`src/hdl/tgc_pkg.sv`:
```
package tgc_pkg;

    // fixed field widths
    localparam int CNT_W      = 2;
    localparam int TIME_W     = 32;
    localparam int GEST_W     = 3;
    localparam int TRAVEL_W   = 12;
    localparam int MINTIME_W  = 16;
    localparam int CFG_DATA_W = 16;
    localparam int CFG_IDX_W  = 1;

    // touch limit and pinch ratio 1.25 as squares 25/16
    localparam int MAX_TOUCHES = 2;
    localparam int PINCH_NUM   = 25;
    localparam int PINCH_DEN   = 16;

    // register reset values
    localparam logic [TRAVEL_W-1:0]  TRAVEL_RST  = TRAVEL_W'(45);
    localparam logic [MINTIME_W-1:0] MINTIME_RST = MINTIME_W'(30);

    // decoupling queue
    localparam int Q_DEPTH = 2;
    localparam int Q_PTR_W = $clog2(Q_DEPTH);
    localparam int Q_CNT_W = $clog2(Q_DEPTH + 1);

    typedef enum logic [GEST_W-1:0] {
        G_NONE      = 3'd0,
        G_TAP       = 3'd1,
        G_LEFT      = 3'd2,
        G_RIGHT     = 3'd3,
        G_UP        = 3'd4,
        G_DOWN      = 3'd5,
        G_PINCH_IN  = 3'd6,
        G_PINCH_OUT = 3'd7
    } t_gesture;

    typedef enum logic [CFG_IDX_W-1:0] {
        CFG_SWIPE_TRAVEL = 1'b0,
        CFG_CONTACT_TIME = 1'b1
    } t_cfg_idx;

    typedef struct packed {
        logic full;
        logic empty;
    } t_q_stat;

    typedef struct packed {
        logic pop;
        logic tracking;
    } t_back_stat;

endpackage

```
`src/hdl/tgc_in_if.sv`:
```
interface tgc_in_if #(
    parameter int COORD_BITS = 12
);
    import tgc_pkg::*;

    logic                  valid;
    logic                  ready;
    logic [CNT_W-1:0]      finger_count;
    logic                  coords_ok;
    logic [COORD_BITS-1:0] first_x;
    logic [COORD_BITS-1:0] first_y;
    logic [COORD_BITS-1:0] second_x;
    logic [COORD_BITS-1:0] second_y;
    logic [TIME_W-1:0]     time_ms;

    modport source (
        output valid, finger_count, coords_ok, first_x, first_y, second_x, second_y, time_ms,
        input  ready
    );
    modport sink (
        input  valid, finger_count, coords_ok, first_x, first_y, second_x, second_y, time_ms,
        output ready
    );
endinterface

```
`src/hdl/tgc_out_if.sv`:
```
interface tgc_out_if;
    import tgc_pkg::*;

    logic              valid;
    logic              ready;
    logic [GEST_W-1:0] gesture;

    modport source (
        output valid, gesture,
        input  ready
    );
    modport sink (
        input  valid, gesture,
        output ready
    );
endinterface

```
`src/hdl/touch_gesture_classifier.sv`:
```
// touch gesture classifier: tap, four-way swipe and pinch from touch reports
//
// i_item carries one touch report per item (finger count, coords-valid flag,
// two points, millisecond timestamp); o_result returns exactly one item per
// report, a gesture code that is none except on the report that releases a
// contact. the config port writes the swipe travel threshold (index 0) and
// the minimum contact time (index 1) with a single-cycle write enable
// throughput: one report per cycle while the receiver takes results, set
// by the combinational tracking and classify logic of the back end and
// the two-deep queue ahead of it
// the front end squares the finger spacing and writes the queue; the back
// end pops one entry per cycle while its output register is free or taken
// when the receiver stalls, the result holds, the back end stops popping and
// the queue absorbs up to two reports before i_item.ready drops
// synchronous reset clears the queue, the output valid, the contact state
// and restores both config registers to their defaults
module touch_gesture_classifier #(
    parameter int COORD_BITS = 12
) (
    input  logic                               i_clk,
    input  logic                               i_rst_n,
    tgc_in_if.sink                             i_item,
    tgc_out_if.source                          o_result,
    input  logic                               i_cfg_we,
    input  tgc_pkg::t_cfg_idx                  i_cfg_idx,
    input  logic [tgc_pkg::CFG_DATA_W-1:0]     i_cfg_data
);
    import tgc_pkg::*;

    // queue entry: count, flag, first point, squared spacing, timestamp
    localparam int SQ_W    = 2 * COORD_BITS + 1;
    localparam int ENTRY_W = CNT_W + 1 + 2 * COORD_BITS + SQ_W + TIME_W;

    logic               w_push;
    logic               w_pop;
    logic [ENTRY_W-1:0] w_push_entry;
    logic [ENTRY_W-1:0] w_pop_entry;
    t_q_stat            w_q_stat;
    t_back_stat         w_back_stat;

    // front: clamp finger count and compute the squared two-finger spacing
    tgc_front #(
        .COORD_BITS (COORD_BITS),
        .ENTRY_W    (ENTRY_W)
    ) u_front (
        .i_item   (i_item),
        .i_q_stat (w_q_stat),
        .o_push   (w_push),
        .o_entry  (w_push_entry)
    );

    // short queue so front and back stall independently
    tgc_queue #(
        .WIDTH (ENTRY_W)
    ) u_queue (
        .i_clk   (i_clk),
        .i_rst_n (i_rst_n),
        .i_push  (w_push),
        .i_data  (w_push_entry),
        .i_pop   (w_pop),
        .o_data  (w_pop_entry),
        .o_stat  (w_q_stat)
    );

    // back: contact tracking, release classification, output register
    tgc_back #(
        .COORD_BITS (COORD_BITS),
        .ENTRY_W    (ENTRY_W)
    ) u_back (
        .i_clk      (i_clk),
        .i_rst_n    (i_rst_n),
        .i_cfg_we   (i_cfg_we),
        .i_cfg_idx  (i_cfg_idx),
        .i_cfg_data (i_cfg_data),
        .i_entry    (w_pop_entry),
        .i_q_stat   (w_q_stat),
        .o_pop      (w_pop),
        .o_result   (o_result),
        .o_stat     (w_back_stat)
    );

    // queue status is never full and empty at once
    a_q_stat_sane: assert property (@(posedge i_clk) disable iff (!i_rst_n)
        !(w_q_stat.full && w_q_stat.empty))
        else $error("queue reports full and empty together");

    // an accepted item is in the queue on the next edge
    a_push_lands: assert property (@(posedge i_clk) disable iff (!i_rst_n)
        (i_item.valid && i_item.ready) |=> !w_q_stat.empty)
        else $error("accepted item missing from queue");

    // every pop produces a result on the next edge
    a_pop_result: assert property (@(posedge i_clk) disable iff (!i_rst_n)
        w_back_stat.pop |=> o_result.valid)
        else $error("popped item gave no result");

    // a real gesture only appears once the contact has ended
    a_gesture_release: assert property (@(posedge i_clk) disable iff (!i_rst_n)
        (o_result.valid && o_result.gesture != G_NONE) |-> !w_back_stat.tracking)
        else $error("gesture shown while contact still tracked");

endmodule

```
`src/hdl/tgc_front.sv`:
```
module tgc_front #(
    parameter int COORD_BITS = 12,
    parameter int ENTRY_W    = 2 + 1 + 2 * 12 + (2 * 12 + 1) + 32
) (
    tgc_in_if.sink              i_item,
    input  tgc_pkg::t_q_stat    i_q_stat,
    output logic                o_push,
    output logic [ENTRY_W-1:0]  o_entry
);
    import tgc_pkg::*;

    localparam int SQ_W = 2 * COORD_BITS + 1;

    typedef struct packed {
        logic [CNT_W-1:0]      count;
        logic                  ok;
        logic [COORD_BITS-1:0] x;
        logic [COORD_BITS-1:0] y;
        logic [SQ_W-1:0]       sq;
        logic [TIME_W-1:0]     now;
    } t_entry;

    logic [COORD_BITS-1:0]   w_adx;
    logic [COORD_BITS-1:0]   w_ady;
    logic [2*COORD_BITS-1:0] w_sqx;
    logic [2*COORD_BITS-1:0] w_sqy;
    t_entry                  w_entry;

    assign i_item.ready = !i_q_stat.full;
    assign o_push       = i_item.valid && !i_q_stat.full;

    // absolute spacing per axis, then the two squarings
    always_comb begin
        w_adx = (i_item.first_x >= i_item.second_x) ? i_item.first_x - i_item.second_x
                                                    : i_item.second_x - i_item.first_x;
        w_ady = (i_item.first_y >= i_item.second_y) ? i_item.first_y - i_item.second_y
                                                    : i_item.second_y - i_item.first_y;
        w_sqx = w_adx * w_adx;
        w_sqy = w_ady * w_ady;
    end

    always_comb begin
        // three fingers clamp to the touch limit
        if (i_item.finger_count > CNT_W'(MAX_TOUCHES)) begin
            w_entry.count = CNT_W'(MAX_TOUCHES);
        end else begin
            w_entry.count = i_item.finger_count;
        end
        w_entry.ok  = i_item.coords_ok;
        w_entry.x   = i_item.first_x;
        w_entry.y   = i_item.first_y;
        w_entry.sq  = SQ_W'(w_sqx) + SQ_W'(w_sqy);
        w_entry.now = i_item.time_ms;
    end

    assign o_entry = ENTRY_W'(w_entry);

endmodule

```
`src/hdl/tgc_queue.sv`:
```
module tgc_queue #(
    parameter int WIDTH = 8
) (
    input  logic               i_clk,
    input  logic               i_rst_n,
    input  logic               i_push,
    input  logic [WIDTH-1:0]   i_data,
    input  logic               i_pop,
    output logic [WIDTH-1:0]   o_data,
    output tgc_pkg::t_q_stat   o_stat
);
    import tgc_pkg::*;

    logic [WIDTH-1:0]   r_mem [Q_DEPTH];
    logic [Q_PTR_W-1:0] r_wr_ptr;
    logic [Q_PTR_W-1:0] r_rd_ptr;
    logic [Q_CNT_W-1:0] r_count;

    always_ff @(posedge i_clk) begin
        if (i_push) begin
            r_mem[r_wr_ptr] <= i_data;
        end
    end

    always_ff @(posedge i_clk) begin
        if (!i_rst_n) begin
            r_wr_ptr <= '0;
            r_rd_ptr <= '0;
            r_count  <= '0;
        end else begin
            if (i_push) begin
                r_wr_ptr <= (r_wr_ptr == Q_PTR_W'(Q_DEPTH - 1)) ? '0 : r_wr_ptr + 1'b1;
            end
            if (i_pop) begin
                r_rd_ptr <= (r_rd_ptr == Q_PTR_W'(Q_DEPTH - 1)) ? '0 : r_rd_ptr + 1'b1;
            end
            if (i_push && !i_pop) begin
                r_count <= r_count + 1'b1;
            end else if (i_pop && !i_push) begin
                r_count <= r_count - 1'b1;
            end
        end
    end

    assign o_data       = r_mem[r_rd_ptr];
    assign o_stat.full  = (r_count == Q_CNT_W'(Q_DEPTH));
    assign o_stat.empty = (r_count == '0);

endmodule

```
`src/hdl/tgc_back.sv`:
```
module tgc_back #(
    parameter int COORD_BITS = 12,
    parameter int ENTRY_W    = 2 + 1 + 2 * 12 + (2 * 12 + 1) + 32
) (
    input  logic                                 i_clk,
    input  logic                                 i_rst_n,
    input  logic                                 i_cfg_we,
    input  tgc_pkg::t_cfg_idx                    i_cfg_idx,
    input  logic [tgc_pkg::CFG_DATA_W-1:0]       i_cfg_data,
    input  logic [ENTRY_W-1:0]                   i_entry,
    input  tgc_pkg::t_q_stat                     i_q_stat,
    output logic                                 o_pop,
    tgc_out_if.source                            o_result,
    output tgc_pkg::t_back_stat                  o_stat
);
    import tgc_pkg::*;

    localparam int SQ_W  = 2 * COORD_BITS + 1;
    localparam int SCL_W = SQ_W + 5;
    localparam int TRV_W = (COORD_BITS > TRAVEL_W) ? COORD_BITS : TRAVEL_W;

    typedef struct packed {
        logic [CNT_W-1:0]      count;
        logic                  ok;
        logic [COORD_BITS-1:0] x;
        logic [COORD_BITS-1:0] y;
        logic [SQ_W-1:0]       sq;
        logic [TIME_W-1:0]     now;
    } t_entry;

    t_entry w_e;

    logic [TRAVEL_W-1:0]   r_travel;
    logic [MINTIME_W-1:0]  r_min_time;

    logic                  r_tracking,   n_tracking;
    logic [TIME_W-1:0]     r_start_time, n_start_time;
    logic [COORD_BITS-1:0] r_start_x,    n_start_x;
    logic [COORD_BITS-1:0] r_start_y,    n_start_y;
    logic [COORD_BITS-1:0] r_last_x,     n_last_x;
    logic [COORD_BITS-1:0] r_last_y,     n_last_y;
    logic [CNT_W-1:0]      r_most,       n_most;
    logic                  r_got,        n_got;
    logic [SQ_W-1:0]       r_sp_start,   n_sp_start;
    logic [SQ_W-1:0]       r_sp_last,    n_sp_last;
    logic [SQ_W-1:0]       r_sp_min,     n_sp_min;
    logic [SQ_W-1:0]       r_sp_max,     n_sp_max;

    logic                  r_out_valid,  n_out_valid;
    t_gesture              r_gesture,    n_gesture;

    logic [TIME_W-1:0]     w_held;
    logic [SQ_W-1:0]       w_min_eff;
    logic                  w_grow;
    logic                  w_shrink;
    logic signed [COORD_BITS:0] w_dx;
    logic signed [COORD_BITS:0] w_dy;
    logic [TRV_W-1:0]      w_adx;
    logic [TRV_W-1:0]      w_ady;
    logic [TRV_W-1:0]      w_trv;
    t_gesture              w_class;

    assign w_e   = t_entry'(i_entry);
    assign o_pop = !i_q_stat.empty && (!r_out_valid || o_result.ready);

    always_ff @(posedge i_clk) begin
        if (!i_rst_n) begin
            r_travel   <= TRAVEL_RST;
            r_min_time <= MINTIME_RST;
        end else if (i_cfg_we) begin
            case (i_cfg_idx)
                CFG_SWIPE_TRAVEL: begin
                    r_travel <= i_cfg_data[TRAVEL_W-1:0];
                end
                CFG_CONTACT_TIME: begin
                    r_min_time <= i_cfg_data[MINTIME_W-1:0];
                end
                default: begin
                end
            endcase
        end
    end

    // release classification from the state held before this item
    always_comb begin
        w_held    = w_e.now - r_start_time;
        w_min_eff = (r_sp_min > SQ_W'(1)) ? r_sp_min : SQ_W'(1);
        w_grow    = SCL_W'(r_sp_max) * SCL_W'(PINCH_DEN) >= SCL_W'(r_sp_start) * SCL_W'(PINCH_NUM);
        w_shrink  = SCL_W'(r_sp_start) * SCL_W'(PINCH_DEN) >= SCL_W'(w_min_eff) * SCL_W'(PINCH_NUM);
        w_dx      = $signed({1'b0, r_last_x}) - $signed({1'b0, r_start_x});
        w_dy      = $signed({1'b0, r_last_y}) - $signed({1'b0, r_start_y});
        w_adx     = TRV_W'(w_dx[COORD_BITS] ? -w_dx : w_dx);
        w_ady     = TRV_W'(w_dy[COORD_BITS] ? -w_dy : w_dy);
        w_trv     = TRV_W'(r_travel);

        if (w_held < TIME_W'(r_min_time)) begin
            w_class = G_NONE;
        end else if (!r_got) begin
            w_class = G_TAP;
        end else if (r_most >= CNT_W'(MAX_TOUCHES) && r_sp_start > SQ_W'(1)
                     && (w_grow || w_shrink)) begin
            w_class = (r_sp_last >= r_sp_start) ? G_PINCH_OUT : G_PINCH_IN;
        end else if (w_adx >= w_trv || w_ady >= w_trv) begin
            if (w_adx >= w_ady) begin
                w_class = (w_dx > 0) ? G_RIGHT : G_LEFT;
            end else begin
                w_class = (w_dy > 0) ? G_DOWN : G_UP;
            end
        end else begin
            w_class = G_TAP;
        end
    end

    // contact tracking
    always_comb begin
        n_tracking   = r_tracking;
        n_start_time = r_start_time;
        n_start_x    = r_start_x;
        n_start_y    = r_start_y;
        n_last_x     = r_last_x;
        n_last_y     = r_last_y;
        n_most       = r_most;
        n_got        = r_got;
        n_sp_start   = r_sp_start;
        n_sp_last    = r_sp_last;
        n_sp_min     = r_sp_min;
        n_sp_max     = r_sp_max;
        n_gesture    = G_NONE;

        if (w_e.count != '0) begin
            if (!r_tracking) begin
                n_tracking   = 1'b1;
                n_start_time = w_e.now;
                n_start_x    = w_e.x;
                n_start_y    = w_e.y;
                n_last_x     = w_e.x;
                n_last_y     = w_e.y;
                n_most       = '0;
                n_got        = 1'b0;
                n_sp_start   = '0;
                n_sp_min     = '0;
                n_sp_max     = '0;
            end
            if (w_e.ok) begin
                if (!n_got) begin
                    n_start_x = w_e.x;
                    n_start_y = w_e.y;
                    n_got     = 1'b1;
                end
                n_last_x = w_e.x;
                n_last_y = w_e.y;
            end
            if (w_e.count > n_most) begin
                n_most = w_e.count;
            end
            if (w_e.ok && w_e.count >= CNT_W'(MAX_TOUCHES)) begin
                // zero start spacing restarts the spread history
                if (n_sp_start == '0) begin
                    n_sp_start = w_e.sq;
                    n_sp_min   = w_e.sq;
                    n_sp_max   = w_e.sq;
                end
                n_sp_last = w_e.sq;
                if (w_e.sq < n_sp_min) begin
                    n_sp_min = w_e.sq;
                end
                if (w_e.sq > n_sp_max) begin
                    n_sp_max = w_e.sq;
                end
            end
        end else if (r_tracking) begin
            n_tracking = 1'b0;
            n_gesture  = w_class;
        end
    end

    always_comb begin
        if (o_pop) begin
            n_out_valid = 1'b1;
        end else if (o_result.ready) begin
            n_out_valid = 1'b0;
        end else begin
            n_out_valid = r_out_valid;
        end
    end

    always_ff @(posedge i_clk) begin
        if (!i_rst_n) begin
            r_tracking   <= 1'b0;
            r_start_time <= '0;
            r_start_x    <= '0;
            r_start_y    <= '0;
            r_last_x     <= '0;
            r_last_y     <= '0;
            r_most       <= '0;
            r_got        <= 1'b0;
            r_sp_start   <= '0;
            r_sp_last    <= '0;
            r_sp_min     <= '0;
            r_sp_max     <= '0;
            r_out_valid  <= 1'b0;
        end else begin
            r_out_valid <= n_out_valid;
            if (o_pop) begin
                r_tracking   <= n_tracking;
                r_start_time <= n_start_time;
                r_start_x    <= n_start_x;
                r_start_y    <= n_start_y;
                r_last_x     <= n_last_x;
                r_last_y     <= n_last_y;
                r_most       <= n_most;
                r_got        <= n_got;
                r_sp_start   <= n_sp_start;
                r_sp_last    <= n_sp_last;
                r_sp_min     <= n_sp_min;
                r_sp_max     <= n_sp_max;
            end
        end
    end

    always_ff @(posedge i_clk) begin
        if (o_pop) begin
            r_gesture <= n_gesture;
        end
    end

    assign o_result.valid   = r_out_valid;
    assign o_result.gesture = r_gesture;
    assign o_stat.pop       = o_pop;
    assign o_stat.tracking  = r_tracking;

endmodule
```
`src/flat_wrapper.sv`:
```
// flat-port wrapper written by rule: the top's interface ports become plain ports
module touch_gesture_classifier_flat import tgc_pkg::*;
#(
    parameter int COORD_BITS = 12
)
  (i_clk, i_rst_n, i_cfg_we, i_cfg_idx, i_cfg_data, i_item_valid, i_item_finger_count, i_item_coords_ok, i_item_first_x, i_item_first_y, i_item_second_x, i_item_second_y, i_item_time_ms, i_item_ready, o_result_valid, o_result_gesture, o_result_ready);
  tgc_in_if #(.COORD_BITS(COORD_BITS)) i_item_i ();
  tgc_out_if o_result_i ();
  input  logic i_clk;
  input  logic i_rst_n;
  input  logic i_cfg_we;
  input  tgc_pkg::t_cfg_idx i_cfg_idx;
  input  logic [tgc_pkg::CFG_DATA_W-1:0] i_cfg_data;
  input wire logic [$bits(i_item_i.valid)-1:0] i_item_valid;
  input wire logic [$bits(i_item_i.finger_count)-1:0] i_item_finger_count;
  input wire logic [$bits(i_item_i.coords_ok)-1:0] i_item_coords_ok;
  input wire logic [$bits(i_item_i.first_x)-1:0] i_item_first_x;
  input wire logic [$bits(i_item_i.first_y)-1:0] i_item_first_y;
  input wire logic [$bits(i_item_i.second_x)-1:0] i_item_second_x;
  input wire logic [$bits(i_item_i.second_y)-1:0] i_item_second_y;
  input wire logic [$bits(i_item_i.time_ms)-1:0] i_item_time_ms;
  output wire logic [$bits(i_item_i.ready)-1:0] i_item_ready;
  output wire logic [$bits(o_result_i.valid)-1:0] o_result_valid;
  output wire logic [$bits(o_result_i.gesture)-1:0] o_result_gesture;
  input wire logic [$bits(o_result_i.ready)-1:0] o_result_ready;
  assign i_item_i.valid = i_item_valid;
  assign i_item_i.finger_count = i_item_finger_count;
  assign i_item_i.coords_ok = i_item_coords_ok;
  assign i_item_i.first_x = i_item_first_x;
  assign i_item_i.first_y = i_item_first_y;
  assign i_item_i.second_x = i_item_second_x;
  assign i_item_i.second_y = i_item_second_y;
  assign i_item_i.time_ms = i_item_time_ms;
  assign i_item_ready = i_item_i.ready;
  assign o_result_valid = o_result_i.valid;
  assign o_result_gesture = o_result_i.gesture;
  assign o_result_i.ready = o_result_ready;
  touch_gesture_classifier #(.COORD_BITS(COORD_BITS)) u_core (.i_clk(i_clk), .i_rst_n(i_rst_n), .i_item(i_item_i), .o_result(o_result_i), .i_cfg_we(i_cfg_we), .i_cfg_idx(i_cfg_idx), .i_cfg_data(i_cfg_data));
endmodule
```
`config.mk`:
```
export PLATFORM = sky130hd
export DESIGN_NAME = touch_gesture_classifier_flat
export DESIGN_NICKNAME = d
export VERILOG_FILES = /design/src/hdl/tgc_pkg.sv /design/src/hdl/tgc_in_if.sv /design/src/hdl/tgc_out_if.sv /design/src/hdl/touch_gesture_classifier.sv /design/src/hdl/tgc_front.sv /design/src/hdl/tgc_queue.sv /design/src/hdl/tgc_back.sv /design/src/flat_wrapper.sv
export SDC_FILE = /design/constraint.sdc
export NUM_CORES = 2
export LEC_CHECK = 0
export ABC_AREA = 1
export BUFFER_PORTS_ARGS = -buffer_cell sky130_fd_sc_hd__buf_2
export CORE_MARGIN = 2
export CORE_UTILIZATION = 40
export DETAILED_ROUTE_END_ITERATION = 8
export GPL_TIMING_DRIVEN = 1
export PLACE_DENSITY_LB_ADDON = 0.15
export SYNTH_ARGS = -nofsm -noshare
export SYNTH_HDL_FRONTEND = slang
export SYNTH_SLANG_ARGS = --single-unit
export TNS_END_PERCENT = 5
```
`constraint.sdc`:
```
create_clock -name i_clk -period 15.6 [get_ports i_clk]
set_input_delay 0.78 -clock i_clk [delete_from_list [all_inputs] [get_ports i_clk]]
set_output_delay 0.78 -clock i_clk [all_outputs]
set_load 0.01 [all_outputs]
```
==> flow_summary.ini <==
[routing]
via_per_inst = 5.21
dr.pass1.iters = 6
vias = 34200
ant_nets = 0
drt-total-wl_um = 123000
post-route-drc-count = 0
post_drt_wl_per_cell_um = 18.8
drt-initial-drc-count = 2475

[synth]
syn_area_per_cell_um2 = 7.70
ys_types = 58
synth_cells = 5210
synth_commonest_cells = nand2_1 (1040), inv_1 (926), ha_1 (575)
yosysTopAreaCell = ha_1
syn_area_mm2 = 0.0401
synth_nets = 6141
yosys.area.top_type_share_pct = 17.9
ys_ff_latch = 388
yosysMostFrequentCell = nand2_1
ys.flop_type = dfxtp_1
ys_seq_area_share_pct = 23.6
synth_edf_count = 171
yosys_warnings = 0
synthArstFlopShare_pct = 0
synthTopCellsByArea = ha_1 (18%), edfxtp_1 (13%), fa_1 (13%)

[timing]
min_period_ns = 9.21
max_freq_mhz = 109
relSlewSlack_pct = 25.8
finalHoldViolations = 0
setup_viol = 0
tightest_slew_ns = 1.10
slew_viol_final = 0
skew_ns = 0.0402
setup_tns_ns = 0
fin_crit_sh_pct = 59.0
rsz0062_at_grt = no

[placed_design]
dp_hpwl_um = 99300
portBuffers = 109
globalplace.congestion = 0.907

[layout]
layout-drive-gt1-share_pct = 6.05
fillers = 10200
areaGrowthSynthToFinish_pct = 8.60
nets = 6167

[clock_network]
cts_buffers = 48
cts_buffer_depth = 3
clkTransAtPathRegs_ns = 0.06
cts_tree = yes
post_cts.repair.setup_buffers = 0
htreeDepth = 2
clock_tree.root_cell = clkbuf_16
cts_resized = 0
worstSkewPairLatency_ns = 0.63
cts_hold_buffers = 0
clock-sinks = 388

[global_route]
grt.overflow.total = 0
grt_pass1_vias = 33900
grt_max_degree = 79
grt_usage_pct = 24.3
met1_usage_pct = 32.6
met2_usage_pct = 41.9
grt_first_pass_wirelength_um = 195000
met3_usage_pct = 2.29
antenna_found_initial = 8
busiest_layer = met2

[worst_hold_path]
hold_class = in2reg
hold_depth = 1
hold_start = i_item_time_ms[23]
min_to = u_core.u_queue.r_mem[1][23]

[floorplanning]
dieArea_mm2 = 0.103
fp.coreArea_mm2 = 0.0997
rows = 116
boundaryPins = 110
start_util_pct = 40.2
die_x_um = 321
die_y_um = 321

[worst_setup_path]
worstRegToRegCells = 30
critical-path-slowest-cell = ha_1
crit_top_cell = fa_1
critPathMaxFanout = 13
rrSetupSlack_ns = 8.88
critPathRequiredTime_ns = 15.97
worstReg2RegStart = u_core.u_back.r_sp_start[2]
r2r-end = u_core.u_back.o_result.gesture[0]
start_kind = primary input
critPathMaxStageDelay_ns = 0.59
arrival_ns = 9.58
crit_type = in2reg
cp-end-kind = flop

[run_status]
status = finished, final reports clean

[job]
cap_violations = 0
==> cells in the final DEF, fill, tap and decap left out, drive strengths merged, types with 51 or more instances in the layout <==
master / netlist / final
a21oi: 356 / 356
a31oi: 91 / 91
buf: 48 / 149
clkbuf: 125 / 62
dfxtp: 217 / 217
edfxtp: 171 / 171
fa: 251 / 251
ha: 575 / 575
inv: 950 / 952
nand2: 1048 / 1048
nand3: 268 / 268
nand4: 69 / 69
nor2: 348 / 348
o21ai: 305 / 305
xnor2: 51 / 51
xor2: 102 / 102
==> worst max-delay path by stage <==
stage                        from                          end  slack [ns]  depth (start not counted)
6_report       i_item_second_x[0]  u_core.u_queue.r_mem[0][54]        6.39                         32
5_1_grt        i_item_second_x[0]  u_core.u_queue.r_mem[0][54]        5.79                         32
4_1_cts        i_item_second_x[0]  u_core.u_queue.r_mem[0][54]        6.44                         32
3_5_place_dp   i_item_second_x[0]  u_core.u_queue.r_mem[0][54]        5.79                         32
3_3_place_gp   i_item_second_x[0]  u_core.u_queue.r_mem[0][54]        5.88                         32
2_1_floorplan   i_item_first_y[0]  u_core.u_queue.r_mem[0][54]        7.61                         33
==> worst max-delay path, delay by kind of cell <==
kind	cells	cell delay, ns
xor+xnor	1	0.15
simple gates	8	1.96
buf+inv	8	0.93
compound gates	6	1.18
fa+ha+maj	9	4.54
==> final cells by class <==
class	instances	area, µm²	area share [%]
clock inverter	27	338	0.776
sequential	388	9490	21.8
tap	1298	1620	3.73
multi-input combinational	3696	26300	60.5
antenna	1	2.50	0.00574
timing repair buffer	149	848	1.95
inverter	953	3590	8.25
clock buffer	62	1330	3.04
==> stage by stage <==
step / setup WS, ns / cell area [µm²] / instances / hold slack (ns) / util (%)
2_1_floorplan: 7.61 / 40100 / 5210 / 0.426 / -
3_3_place_gp: 5.88 / 41900 / 6484 / 0.424 / 42.0
3_5_place_dp: 5.79 / 41900 / 6484 / 0.436 / 42.0
4_1_cts: 6.44 / 43600 / 6573 / 0.291 / 43.7
5_1_grt: 5.79 / 43600 / 6574 / 0.311 / 43.7
6_report: 6.39 / 43600 / 6574 / 0.333 / 43.7
==> sequential cells by signal, indices dropped and copies added (netlist names), 12 cells and up, named ones only <==
register	count
u_core.u_back.r_last_x	12
u_core.u_back.r_last_y	12
u_core.u_back.r_min_time	16
u_core.u_back.r_sp_last	25
u_core.u_back.r_sp_max	25
u_core.u_back.r_sp_min	25
u_core.u_back.r_sp_start	25
u_core.u_back.r_start_time	32
u_core.u_back.r_start_x	12
u_core.u_back.r_start_y	12
u_core.u_back.r_travel	12
u_core.u_queue.r_mem	168
==> per-layer routing <==
layer	wire length, µm	part of all wire [%]
met1	56700	46
met2	58200	47
met3	5240	4.2
met4	3350	2.7
met5	0	0
==> logic make-up (layout without fill, tap and decap cells) <==
group,count (synthesis),count (layout),share of synthesized area [%]
flip-flops,388,388,23.6
multiplexers,3,3,0.0749
AO/OA/AOI/OAI,887,887,12.6
XOR/XNOR,153,153,3.34
AND/OR/NAND/NOR,1827,1827,19.2
buffers and inverters,1126,1191,10.8
adder cells (fa/ha/maj),826,826,30.5
other,0,1,0
Power is left out: the tool's default activity adds up to more than one toggle a clock period on the data nets, which glitch-free logic cannot reach.
